==> src/hdl/mmsa_pkg.sv <==
// Package with the types, constants and helpers of the masked mean and deviation accumulator.
package mmsa_pkg;
    localparam int NUM_CHANNELS = 32;
    localparam int CH_W = 5;
    localparam int ADDR_W = (NUM_CHANNELS > 1) ? $clog2(NUM_CHANNELS) : 1;
    localparam int SAMPLE_W = 24;
    localparam int COUNT_W = 16;
    localparam int SUM_W = 40;
    localparam int SQ_W = 64;
    localparam int MODE_W = 2;

    localparam logic [MODE_W-1:0] MODE_CLEAR = 2'd0;
    localparam logic [MODE_W-1:0] MODE_ACCUM = 2'd1;
    localparam logic [MODE_W-1:0] MODE_REPORT = 2'd2;

    localparam logic signed [SAMPLE_W-1:0] MISSING_RAW = -24'sd2559744;
    localparam logic signed [SAMPLE_W-1:0] OUT_MAX = 24'sd8388607;
    localparam logic signed [SAMPLE_W-1:0] OUT_MIN = -24'sd8388608;
    localparam logic signed [SUM_W-1:0] SUM_MAX = {1'b0, {(SUM_W-1){1'b1}}};
    localparam logic signed [SUM_W-1:0] SUM_MIN = {1'b1, {(SUM_W-1){1'b0}}};

    typedef struct packed {
        logic [MODE_W-1:0] mode;
        logic [CH_W-1:0] channel;
        logic signed [SAMPLE_W-1:0] sample_value;
        logic [COUNT_W-1:0] sample_count;
    } t_in_word;

    typedef struct packed {
        logic [CH_W-1:0] report_channel;
        logic signed [SAMPLE_W-1:0] mean_value;
        logic signed [SAMPLE_W-1:0] sdev_value;
    } t_out_word;

    // Start of a report job handed from the store stage to the arithmetic unit.
    typedef struct packed {
        logic [CH_W-1:0] channel;
        logic [COUNT_W-1:0] count;
        logic signed [SUM_W-1:0] sum;
        logic [SQ_W-1:0] sq_sum;
    } t_job;
endpackage

==> src/hdl/mmsa_if.sv <==
// Valid and ready channel interface that carries one word of a given type.
interface mmsa_if #(parameter type T = logic) ();
    logic valid;
    logic ready;
    T data;
    modport source (output valid, output data, input ready);
    modport sink (input valid, input data, output ready);
endinterface

==> src/hdl/masked_mean_sdev_accumulator_core.sv <==
// Top level of the masked mean and sample deviation accumulator.
// Channel  | Dir | Word
// s_in     | in  | mode, channel, sample_value, sample_count
// m_out    | out | report_channel, mean_value, sdev_value
// Clear and accumulate words are read from the store in the accept cycle and written back
// in the cycle after, with forwarding between neighbor words to one channel.
// A report squares the sum, then divides it by a nonzero count for the mean; for counts of
// three or more it also divides the square, and unless the variance is negative, roots it.
// Reset is synchronous and active low; entries read as zero until first written.
// The input stalls while a report sits in stage one and an earlier report still waits.
module masked_mean_sdev_accumulator_core (
    input  logic i_clk,
    input  logic i_rst_n,
    mmsa_if.sink s_in,
    mmsa_if.source m_out
);
    import mmsa_pkg::*;

    logic job_valid, job_ready;
    t_job job;

    mmsa_store u_store (
        .i_clk(i_clk), .i_rst_n(i_rst_n), .i_valid(s_in.valid), .i_word(s_in.data),
        .i_job_ready(job_ready), .o_ready(s_in.ready), .o_job_valid(job_valid),
        .o_job(job)
    );

    mmsa_arith u_arith (
        .i_clk(i_clk), .i_rst_n(i_rst_n), .i_job_valid(job_valid), .i_job(job),
        .o_job_ready(job_ready), .o_res_valid(m_out.valid), .o_res(m_out.data),
        .i_res_ready(m_out.ready)
    );
endmodule

==> src/hdl/mmsa_store.sv <==
// Channel store: sum and square-sum memories with read, modify and write back.
module mmsa_store (
    input  logic i_clk,
    input  logic i_rst_n,
    input  logic i_valid,
    input  mmsa_pkg::t_in_word i_word,
    input  logic i_job_ready,
    output logic o_ready,
    output logic o_job_valid,
    output mmsa_pkg::t_job o_job
);
    import mmsa_pkg::*;

    logic [SUM_W-1:0] r_sum_mem [NUM_CHANNELS];
    logic [SQ_W-1:0] r_sq_mem [NUM_CHANNELS];
    logic [NUM_CHANNELS-1:0] r_vld;

    logic r_s1;
    t_in_word r_w1;
    logic r_v1;
    logic [SUM_W-1:0] r_rd_sum;
    logic [SQ_W-1:0] r_rd_sq;
    logic r_job_valid;
    t_job r_job;

    logic in_range, take, hold, wr_en;
    logic [ADDR_W-1:0] rd_addr, wr_addr;
    logic signed [SUM_W-1:0] cur_sum, n_sum;
    logic [SQ_W-1:0] cur_sq, n_sq, sq_add;
    logic signed [SUM_W:0] sum_ext;
    logic [SQ_W:0] sq_ext;
    logic signed [2*SAMPLE_W-1:0] prod;

    assign in_range = {{(32-CH_W){1'b0}}, i_word.channel} < NUM_CHANNELS;
    assign hold = r_s1 && r_w1.mode == MODE_REPORT && r_job_valid && !i_job_ready;
    assign o_ready = !hold;
    assign take = i_valid && o_ready && in_range;
    assign rd_addr = i_word.channel[ADDR_W-1:0];
    assign wr_addr = r_w1.channel[ADDR_W-1:0];

    // A back-to-back access to the same entry takes the just-written value.
    always_comb begin
        cur_sum = r_v1 ? r_rd_sum : '0;
        cur_sq = r_v1 ? r_rd_sq : '0;
        prod = r_w1.sample_value * r_w1.sample_value;
        sq_add = {{(SQ_W-2*SAMPLE_W){1'b0}}, prod};
        sum_ext = {cur_sum[SUM_W-1], cur_sum}
            + {{(SUM_W+1-SAMPLE_W){r_w1.sample_value[SAMPLE_W-1]}}, r_w1.sample_value};
        sq_ext = {1'b0, cur_sq} + {1'b0, sq_add};
        if (sum_ext > $signed({SUM_MAX[SUM_W-1], SUM_MAX})) n_sum = SUM_MAX;
        else if (sum_ext < $signed({SUM_MIN[SUM_W-1], SUM_MIN})) n_sum = SUM_MIN;
        else n_sum = sum_ext[SUM_W-1:0];
        n_sq = sq_ext[SQ_W] ? {SQ_W{1'b1}} : sq_ext[SQ_W-1:0];
        wr_en = 1'b0;
        case (r_w1.mode)
            MODE_CLEAR: begin
                wr_en = r_s1;
                n_sum = '0;
                n_sq = '0;
            end
            MODE_ACCUM: wr_en = r_s1 && r_w1.sample_value != MISSING_RAW;
            default: wr_en = 1'b0;
        endcase
    end

    always_ff @(posedge i_clk) begin
        if (!i_rst_n) begin
            r_vld <= '0;
            r_s1 <= 1'b0;
            r_job_valid <= 1'b0;
        end else begin
            r_job_valid <= (r_job_valid && !i_job_ready)
                || (!hold && r_s1 && r_w1.mode == MODE_REPORT);
            if (!hold) begin
                r_s1 <= take;
                if (take) begin
                    r_w1 <= i_word;
                    r_v1 <= r_vld[rd_addr] || (wr_en && wr_addr == rd_addr);
                    if (wr_en && wr_addr == rd_addr) begin
                        r_rd_sum <= n_sum;
                        r_rd_sq <= n_sq;
                    end else begin
                        r_rd_sum <= r_sum_mem[rd_addr];
                        r_rd_sq <= r_sq_mem[rd_addr];
                    end
                end
                if (r_s1 && r_w1.mode == MODE_REPORT) begin
                    r_job.channel <= r_w1.channel;
                    r_job.count <= r_w1.sample_count;
                    r_job.sum <= cur_sum;
                    r_job.sq_sum <= cur_sq;
                end
            end
            if (wr_en && !hold) begin
                r_vld[wr_addr] <= 1'b1;
                r_sum_mem[wr_addr] <= n_sum;
                r_sq_mem[wr_addr] <= n_sq;
            end
        end
    end

    assign o_job_valid = r_job_valid;
    assign o_job = r_job;

    assert property (@(posedge i_clk) disable iff (!i_rst_n)
        hold |=> $stable(r_w1)) else $error("stage one word changed while held");
    assert property (@(posedge i_clk) disable iff (!i_rst_n)
        (r_job_valid && !i_job_ready) |=> r_job_valid && $stable(r_job))
        else $error("job dropped before it was taken");
    assert property (@(posedge i_clk) disable iff (!i_rst_n)
        !(wr_en && r_w1.mode == MODE_REPORT)) else $error("report item wrote the store");
endmodule

==> src/hdl/mmsa_arith.sv <==
// Report arithmetic: bit-serial divides and a square root.
module mmsa_arith (
    input  logic i_clk,
    input  logic i_rst_n,
    input  logic i_job_valid,
    input  mmsa_pkg::t_job i_job,
    output logic o_job_ready,
    output logic o_res_valid,
    output mmsa_pkg::t_out_word o_res,
    input  logic i_res_ready
);
    import mmsa_pkg::*;

    typedef enum logic [2:0] {
        ST_IDLE, ST_SQ_HI, ST_SQ_LO, ST_DIV, ST_VAR, ST_SQRT, ST_DONE
    } t_state;

    t_state r_state;
    logic [CH_W-1:0] r_ch;
    logic [COUNT_W-1:0] r_n;
    logic r_neg;
    logic [SUM_W-1:0] r_mag;
    logic [SQ_W-1:0] r_q;
    logic [127:0] r_num;
    logic [127:0] r_quo;
    logic [COUNT_W:0] r_rem;
    logic [6:0] r_cnt;
    logic [SUM_W-1:0] r_mq;
    logic [SQ_W-1:0] r_x, r_res, r_bit;
    logic [1:0] r_pass;
    logic r_res_valid;
    t_out_word r_out;

    logic [COUNT_W+1:0] rem_sh;
    logic [COUNT_W:0] dvs;
    logic [COUNT_W:0] rem_nx;
    logic q_bit;
    logic [SUM_W+19:0] part;
    logic [SQ_W:0] trial;
    logic signed [SUM_W:0] mean_s;
    logic signed [SAMPLE_W-1:0] mean_c, sdev_v;

    assign dvs = (r_pass == 2'd2) ? {1'b0, r_n - 1'b1} : {1'b0, r_n};
    assign rem_sh = {r_rem, (r_pass == 2'd0) ? r_quo[SUM_W-1] : r_num[127]};
    assign q_bit = rem_sh >= {1'b0, dvs};
    assign rem_nx = q_bit ? (COUNT_W+1)'(rem_sh - {1'b0, dvs}) : rem_sh[COUNT_W:0];
    assign part = ((r_state == ST_SQ_HI) ? r_mag[SUM_W-1:20] : r_mag[19:0]) * r_mag;
    assign trial = {1'b0, r_res} + {1'b0, r_bit};
    assign mean_s = r_neg ? -$signed({1'b0, r_mq}) : $signed({1'b0, r_mq});
    always_comb begin
        if (mean_s > $signed({{(SUM_W-SAMPLE_W+1){1'b0}}, OUT_MAX})) mean_c = OUT_MAX;
        else if (mean_s < $signed({{(SUM_W-SAMPLE_W+1){1'b1}}, OUT_MIN})) mean_c = OUT_MIN;
        else mean_c = mean_s[SAMPLE_W-1:0];
        sdev_v = (r_res > {{(SQ_W-SAMPLE_W){1'b0}}, OUT_MAX}) ? OUT_MAX
            : r_res[SAMPLE_W-1:0];
    end

    assign o_job_ready = r_state == ST_IDLE;

    always_ff @(posedge i_clk) begin
        if (!i_rst_n) begin
            r_state <= ST_IDLE;
            r_res_valid <= 1'b0;
        end else begin
            if (r_res_valid && i_res_ready && r_state != ST_DONE) r_res_valid <= 1'b0;
            case (r_state)
                ST_IDLE: if (i_job_valid) begin
                    r_ch <= i_job.channel;
                    r_n <= i_job.count;
                    r_neg <= i_job.sum[SUM_W-1];
                    r_mag <= i_job.sum[SUM_W-1] ? SUM_W'(-i_job.sum) : i_job.sum;
                    r_q <= i_job.sq_sum;
                    r_num <= '0;
                    r_state <= ST_SQ_HI;
                end
                ST_SQ_HI: begin
                    // Square built from two 20-bit halves: high half times magnitude.
                    r_num <= {{(128-SUM_W-20){1'b0}}, part} << 20;
                    r_state <= ST_SQ_LO;
                end
                ST_SQ_LO: begin
                    r_num <= r_num + {{(128-SUM_W-20){1'b0}}, part};
                    r_pass <= 2'd0;
                    r_rem <= '0;
                    r_cnt <= '0;
                    r_state <= (r_n == '0) ? ST_DONE : ST_DIV;
                    r_mq <= '0;
                    r_quo <= {{(128-SUM_W){1'b0}}, r_mag};
                end
                ST_DIV: begin
                    // Pass 0 divides the magnitude, pass 1 the square, pass 2 the variance.
                    if (r_pass == 2'd0) begin
                        r_mq <= {r_mq[SUM_W-2:0], q_bit};
                        if (r_cnt == 7'(SUM_W-1)) begin
                            r_cnt <= '0;
                            r_rem <= '0;
                            r_pass <= 2'd1;
                            r_quo <= '0;
                            if (r_n < 16'd3) r_state <= ST_DONE;
                        end else begin
                            r_rem <= rem_nx;
                            r_quo <= {r_quo[126:0], 1'b0};
                            r_cnt <= r_cnt + 1'b1;
                        end
                    end else begin
                        r_rem <= rem_nx;
                        r_quo <= {r_quo[126:0], q_bit};
                        r_num <= {r_num[126:0], 1'b0};
                        r_cnt <= r_cnt + 1'b1;
                        if (r_cnt == 7'd127) r_state <= ST_VAR;
                    end
                end
                ST_VAR: if (r_pass == 2'd1) begin
                    r_rem <= '0;
                    if (r_quo[127:64] != '0 || r_quo[63:0] > r_q) begin
                        r_res <= '0;
                        r_cnt <= '0;
                        r_state <= ST_DONE;
                    end else begin
                        r_num <= {r_q - r_quo[63:0], 64'd0};
                        r_quo <= '0;
                        r_pass <= 2'd2;
                        r_state <= ST_DIV;
                        r_cnt <= 7'd64;
                    end
                end else begin
                    r_x <= r_quo[63:0];
                    r_res <= '0;
                    r_bit <= {2'b01, {(SQ_W-2){1'b0}}};
                    r_state <= ST_SQRT;
                end
                ST_SQRT: begin
                    if (r_x >= trial[SQ_W-1:0] && !trial[SQ_W]) begin
                        r_x <= r_x - trial[SQ_W-1:0];
                        r_res <= (r_res >> 1) + r_bit;
                    end else begin
                        r_res <= r_res >> 1;
                    end
                    r_bit <= r_bit >> 2;
                    if (r_bit[0]) r_state <= ST_DONE;
                end
                ST_DONE: if (!r_res_valid || i_res_ready) begin
                    r_res_valid <= 1'b1;
                    r_out.report_channel <= r_ch;
                    r_out.mean_value <= (r_n == '0) ? MISSING_RAW : mean_c;
                    r_out.sdev_value <= (r_n < 16'd3) ? MISSING_RAW : sdev_v;
                    r_state <= ST_IDLE;
                end
                default: r_state <= ST_IDLE;
            endcase
        end
    end

    assign o_res_valid = r_res_valid;
    assign o_res = r_out;

    assert property (@(posedge i_clk) disable iff (!i_rst_n)
        (r_res_valid && !i_res_ready) |=> r_res_valid && $stable(r_out))
        else $error("result changed while stalled");
    assert property (@(posedge i_clk) disable iff (!i_rst_n)
        (r_state == ST_SQRT) |-> $onehot(r_bit)) else $error("root bit not one-hot");
    assert property (@(posedge i_clk) disable iff (!i_rst_n)
        (r_state == ST_DIV && r_pass != 2'd0) |-> r_n > 16'd2)
        else $error("deviation divide with small count");
endmodule
==> src/flat_wrapper.sv <==
// flat-port wrapper written by rule: the top's interface ports become plain ports
module masked_mean_sdev_accumulator_core_flat import mmsa_pkg::*;
  (i_clk, i_rst_n, s_in_valid, s_in_data, s_in_ready, m_out_valid, m_out_data, m_out_ready);
  mmsa_if s_in_i ();
  mmsa_if m_out_i ();
  input  logic i_clk;
  input  logic i_rst_n;
  input wire logic [$bits(s_in_i.valid)-1:0] s_in_valid;
  input wire logic [$bits(s_in_i.data)-1:0] s_in_data;
  output wire logic [$bits(s_in_i.ready)-1:0] s_in_ready;
  output wire logic [$bits(m_out_i.valid)-1:0] m_out_valid;
  output wire logic [$bits(m_out_i.data)-1:0] m_out_data;
  input wire logic [$bits(m_out_i.ready)-1:0] m_out_ready;
  assign s_in_i.valid = s_in_valid;
  assign s_in_i.data = s_in_data;
  assign s_in_ready = s_in_i.ready;
  assign m_out_valid = m_out_i.valid;
  assign m_out_data = m_out_i.data;
  assign m_out_i.ready = m_out_ready;
  masked_mean_sdev_accumulator_core u_core (.i_clk(i_clk), .i_rst_n(i_rst_n), .s_in(s_in_i), .m_out(m_out_i));
endmodule
==> config.mk <==
export PLATFORM = sky130hd
export DESIGN_NAME = masked_mean_sdev_accumulator_core_flat
export DESIGN_NICKNAME = d
export VERILOG_FILES = /design/src/hdl/mmsa_pkg.sv /design/src/hdl/mmsa_if.sv /design/src/hdl/masked_mean_sdev_accumulator_core.sv /design/src/hdl/mmsa_store.sv /design/src/hdl/mmsa_arith.sv /design/src/flat_wrapper.sv
export SDC_FILE = /design/constraint.sdc
export NUM_CORES = 1
export LEC_CHECK = 0
export BUFFER_PORTS_ARGS = -buffer_cell sky130_fd_sc_hd__buf_4
export CORE_MARGIN = 8
export CORE_UTILIZATION = 60
export DETAILED_ROUTE_END_ITERATION = 10
export PLACE_DENSITY = 0.81
export SETUP_SLACK_MARGIN = 0.15
export SLEW_MARGIN = 0
export SYNTH_ARGS = -nofsm -noshare
export SYNTH_HDL_FRONTEND = slang
export SYNTH_SLANG_ARGS = --single-unit
==> constraint.sdc <==
create_clock -name i_clk -period 2.45 [get_ports i_clk]
set_clock_uncertainty 0.15 [all_clocks]
set_input_delay 0.245 -clock i_clk [delete_from_list [all_inputs] [get_ports i_clk]]
set_output_delay 0.245 -clock i_clk [all_outputs]
set_load 0.02 [all_outputs]
==> flow_metrics.env <==
export IMPL_dieWidth_um=73.0
export IMPL_die_area_mm2=0.00532
export IMPL_ys_ff_latch=45
export IMPL_cts_max_path_buffers=2
export IMPL_fin_setup_tns_ps=0
export IMPL_grt_antenna_before_repair=0
export IMPL_first_pass_iters=4
export IMPL_yosys_area_top_type="edfxtp_1"
export IMPL_layout_common_cells="edfxtp_1 (40), and3_1 (32), a21oi_1 (7), nor2_1 (6), buf_4 (6)"
export IMPL_io_buffers=3
export IMPL_synth_distinct_cells=39
export IMPL_crit_fanout=32
export IMPL_endpoint="u_core.u_arith.r_bit[28]"
export IMPL_antenna_cells=0
export IMPL_cts_root_buffer="clkbuf_4"
export IMPL_syn2layout_area_growth_pct=4.76
export IMPL_min_period_ps=2090
export IMPL_fillCellCount=222
export IMPL_reg2reg_depth=3
export IMPL_leakagePower_nw=0.898
export IMPL_crit_arrival_ps=1940
export IMPL_numCtsBuffers=5
export IMPL_status="finished, final reports clean"
export IMPL_r2r_end="u_core.u_arith.r_bit[28]"
export IMPL_detail_route_wl_per_cell_um=14.4
export IMPL_hold_violations=0
export IMPL_finalSetupViolCount=0
export IMPL_cts_hold_buffers=0
export IMPL_maxCapViolations=0
export IMPL_regArea_mm2=0.00130
export IMPL_grt_use_total_pct=11.5
export IMPL_rsz0062_at_grt="no"
export IMPL_syn_nets=157
export IMPL_via_count=1141
export IMPL_grt_pass1_wl_um=4750
export IMPL_power_density_mw_per_mm2=569
export IMPL_final_nets=158
export IMPL_drc_errors=0
export IMPL_final_cell_area_mm2=0.00204
export IMPL_grt_ovfl_total=0
export IMPL_synth_warnings=0
export IMPL_synthCells=151
export IMPL_min_period_over_period_pct=85.1
export IMPL_io_pin_count=8
export IMPL_multiInputGateArea_um2=563
export IMPL_fmax_ghz=0.479
export IMPL_cts_tree="built"
export IMPL_htree_levels=2
export IMPL_critical_path_class="reg2reg"
export IMPL_initial_core_util_pct=63.3
export IMPL_ant_nets=0
export IMPL_fp_row_count=20
export IMPL_grt_pass1_vias=1044
export IMPL_ys_seq_area_share_pct=66.8
export IMPL_slew_violations=0
export IMPL_final_common_cell="edfxtp_1"
export IMPL_drive_above_1_share_pct=11.1
export IMPL_worstReg2RegStart="u_core.u_arith.r_state[2]"
export IMPL_power_mw=1.16
export IMPL_place_hpwl_um=1840
export IMPL_path_cells="and2b_1 -> o211a_1 -> buf_4"
export IMPL_syn_area_mm2=0.00195
export IMPL_viasPerCell=5.79
export IMPL_cpMaxStageDelayCell="dfxtp_1"
export IMPL_synth_avg_cell_area_um2=12.9
export IMPL_die_y_um=73.0
export IMPL_placed_area_mm2=0.00198
export IMPL_cts_setup_buffers=0
export IMPL_cp_required_ps=2310
export IMPL_drt_wl_total_um=2830
export IMPL_fin_hold_ws_ps=30.2
export IMPL_worstHoldPathType="in2reg"
export IMPL_finalWeightedCongestion=0.853
export IMPL_core_mm2=0.00308
export IMPL_critPathLaunchType="flop"
export IMPL_max_stage_delay_ps=560
export IMPL_dr_first_iter_drc_count=132
export IMPL_yosysTopAreaCellShare_pct=61.7
export IMPL_vdd_drop_max_mv=0.356
export IMPL_ctsResizeCount=0
export IMPL_worst_setup_path_end_kind="flop"
export IMPL_cts_sinks=45
export IMPL_clk_insertion_delay_late_ps=340
export IMPL_clk_pin_slew_ps=130
export IMPL_grt_max_degree=40
export IMPL_crit_start="u_core.u_arith.r_state[2]"
export IMPL_ff2ff_setup_slack_ps=360
export IMPL_synth_area_leaders="edfxtp_1 (62%), and3_1 (10%), dfxtp_1 (5.1%)"
## Yosys cell counts
| master | instances |
|---|---|
| clkbuf_1 | 7 |
| nand2_1 | 3 |
| a21oi_1 | 7 |
| nor3b_1 | 2 |
| conb_1 | 2 |
| a21o_1 | 2 |
| dfxtp_1 | 5 |
| nor3_1 | 1 |
| and2b_1 | 1 |
| nand4b_1 | 1 |
| xor2_1 | 2 |
| o211a_1 | 1 |
| nor2_1 | 6 |
| or3_1 | 3 |
| edfxtp_1 | 40 |
| inv_2 | 1 |
| buf_4 | 5 |
| xnor2_1 | 1 |
| a211oi_1 | 1 |
| o311a_1 | 1 |
| nand3_1 | 3 |
| or2b_1 | 1 |
| o21a_1 | 1 |
| and3_1 | 32 |
| nor2b_1 | 2 |
| and2_1 | 1 |
| o21ai_0 | 3 |
| nand2b_1 | 2 |
| inv_1 | 4 |
| o221ai_1 | 1 |
| or4_4 | 1 |
| o21ai_2 | 1 |
| a21oi_2 | 1 |
| a32oi_1 | 1 |
| nand3b_1 | 1 |
| a31oi_1 | 1 |
| ha_1 | 1 |
| a21boi_0 | 1 |
| nand4_1 | 1 |
## flip-flops by register name (all words and copies together) (netlist names)
signal / flops
u_core.u_arith.o_res_valid: 1
u_core.u_arith.r_pass: 1
u_core.u_arith.r_cnt: 7
u_core.u_store.o_job_valid: 1
u_core.u_arith.r_bit: 32
u_core.u_arith.r_state: 3
## cell families (layout without fill, tap and decap cells)
| group | count (synthesis) | count (layout) | share of synthesized area (%) |
|---|---|---|---|
| XOR/XNOR | 3 | 3 | 1.35 |
| other | 2 | 2 | 0.386 |
| AND/OR/NAND/NOR | 61 | 61 | 18.9 |
| adder cells (fa/ha/maj) | 1 | 1 | 0.643 |
| buffers and inverters | 17 | 19 | 4.24 |
| AO/OA/AOI/OAI | 22 | 22 | 7.65 |
| flip-flops | 45 | 45 | 66.8 |
## worst max-delay path: cells and delay by family (launching register included)
kind / cells / cell delay [ps]
flip-flops: 1 / 560
AO/OA/AOI/OAI: 1 / 210
buffers and inverters: 1 / 340
AND/OR/NAND/NOR: 1 / 460
## metal layers
metal	GRT usage (%)	vias to the layer above	part of all wire [%]
met1	14.9	557	48
li1	-	558	-
met5	0	-	0
met2	16.9	24	47
met3	4.12	2	4.5
met4	4.67	0	0.49
## worst min-delay path by stage
stage	start	end	slack [ps]	cells after the start
floorplan	i_rst_n	u_core.u_arith.r_state[2]	220	1
global placement	u_core.u_store.o_job_valid	u_core.u_store.o_job_valid	310	1
detailed placement	u_core.u_store.o_job_valid	u_core.u_store.o_job_valid	330	1
CTS	i_rst_n	u_core.u_arith.r_state[2]	10	2
global route	i_rst_n	u_core.u_store.o_job_valid	9	2
finish	i_rst_n	u_core.u_store.o_job_valid	30	2
## per-stage QoR
stage,utilization (%),setup slack [ps],instances
2_1_floorplan,-,241,151
3_3_place_gp,64.4,500,189
3_5_place_dp,64.4,438,189
4_1_cts,66.3,399,197
5_1_grt,66.3,218,197
6_report,66.3,364,197
## layout make-up
cell class | count | area share (%)
Clock buffer | 6 | 2.02
Clock inverter | 2 | 0.736
Inverter | 5 | 0.920
Multi-Input combinational cell | 89 | 27.6
Sequential cell | 45 | 63.8
Tap cell | 44 | 2.70
Timing Repair Buffer | 6 | 2.21
## report_power, final
part | switching [mW] | total, mW | internal [mW]
registers | 0 | 0.821 | 0.821
clock network | 0.219 | 0.331 | 0.112
logic | 0.00490 | 0.00770 | 0.00280
total | 0.224 | 1.16 | 0.936
Power figures use the tool's default switching activity.
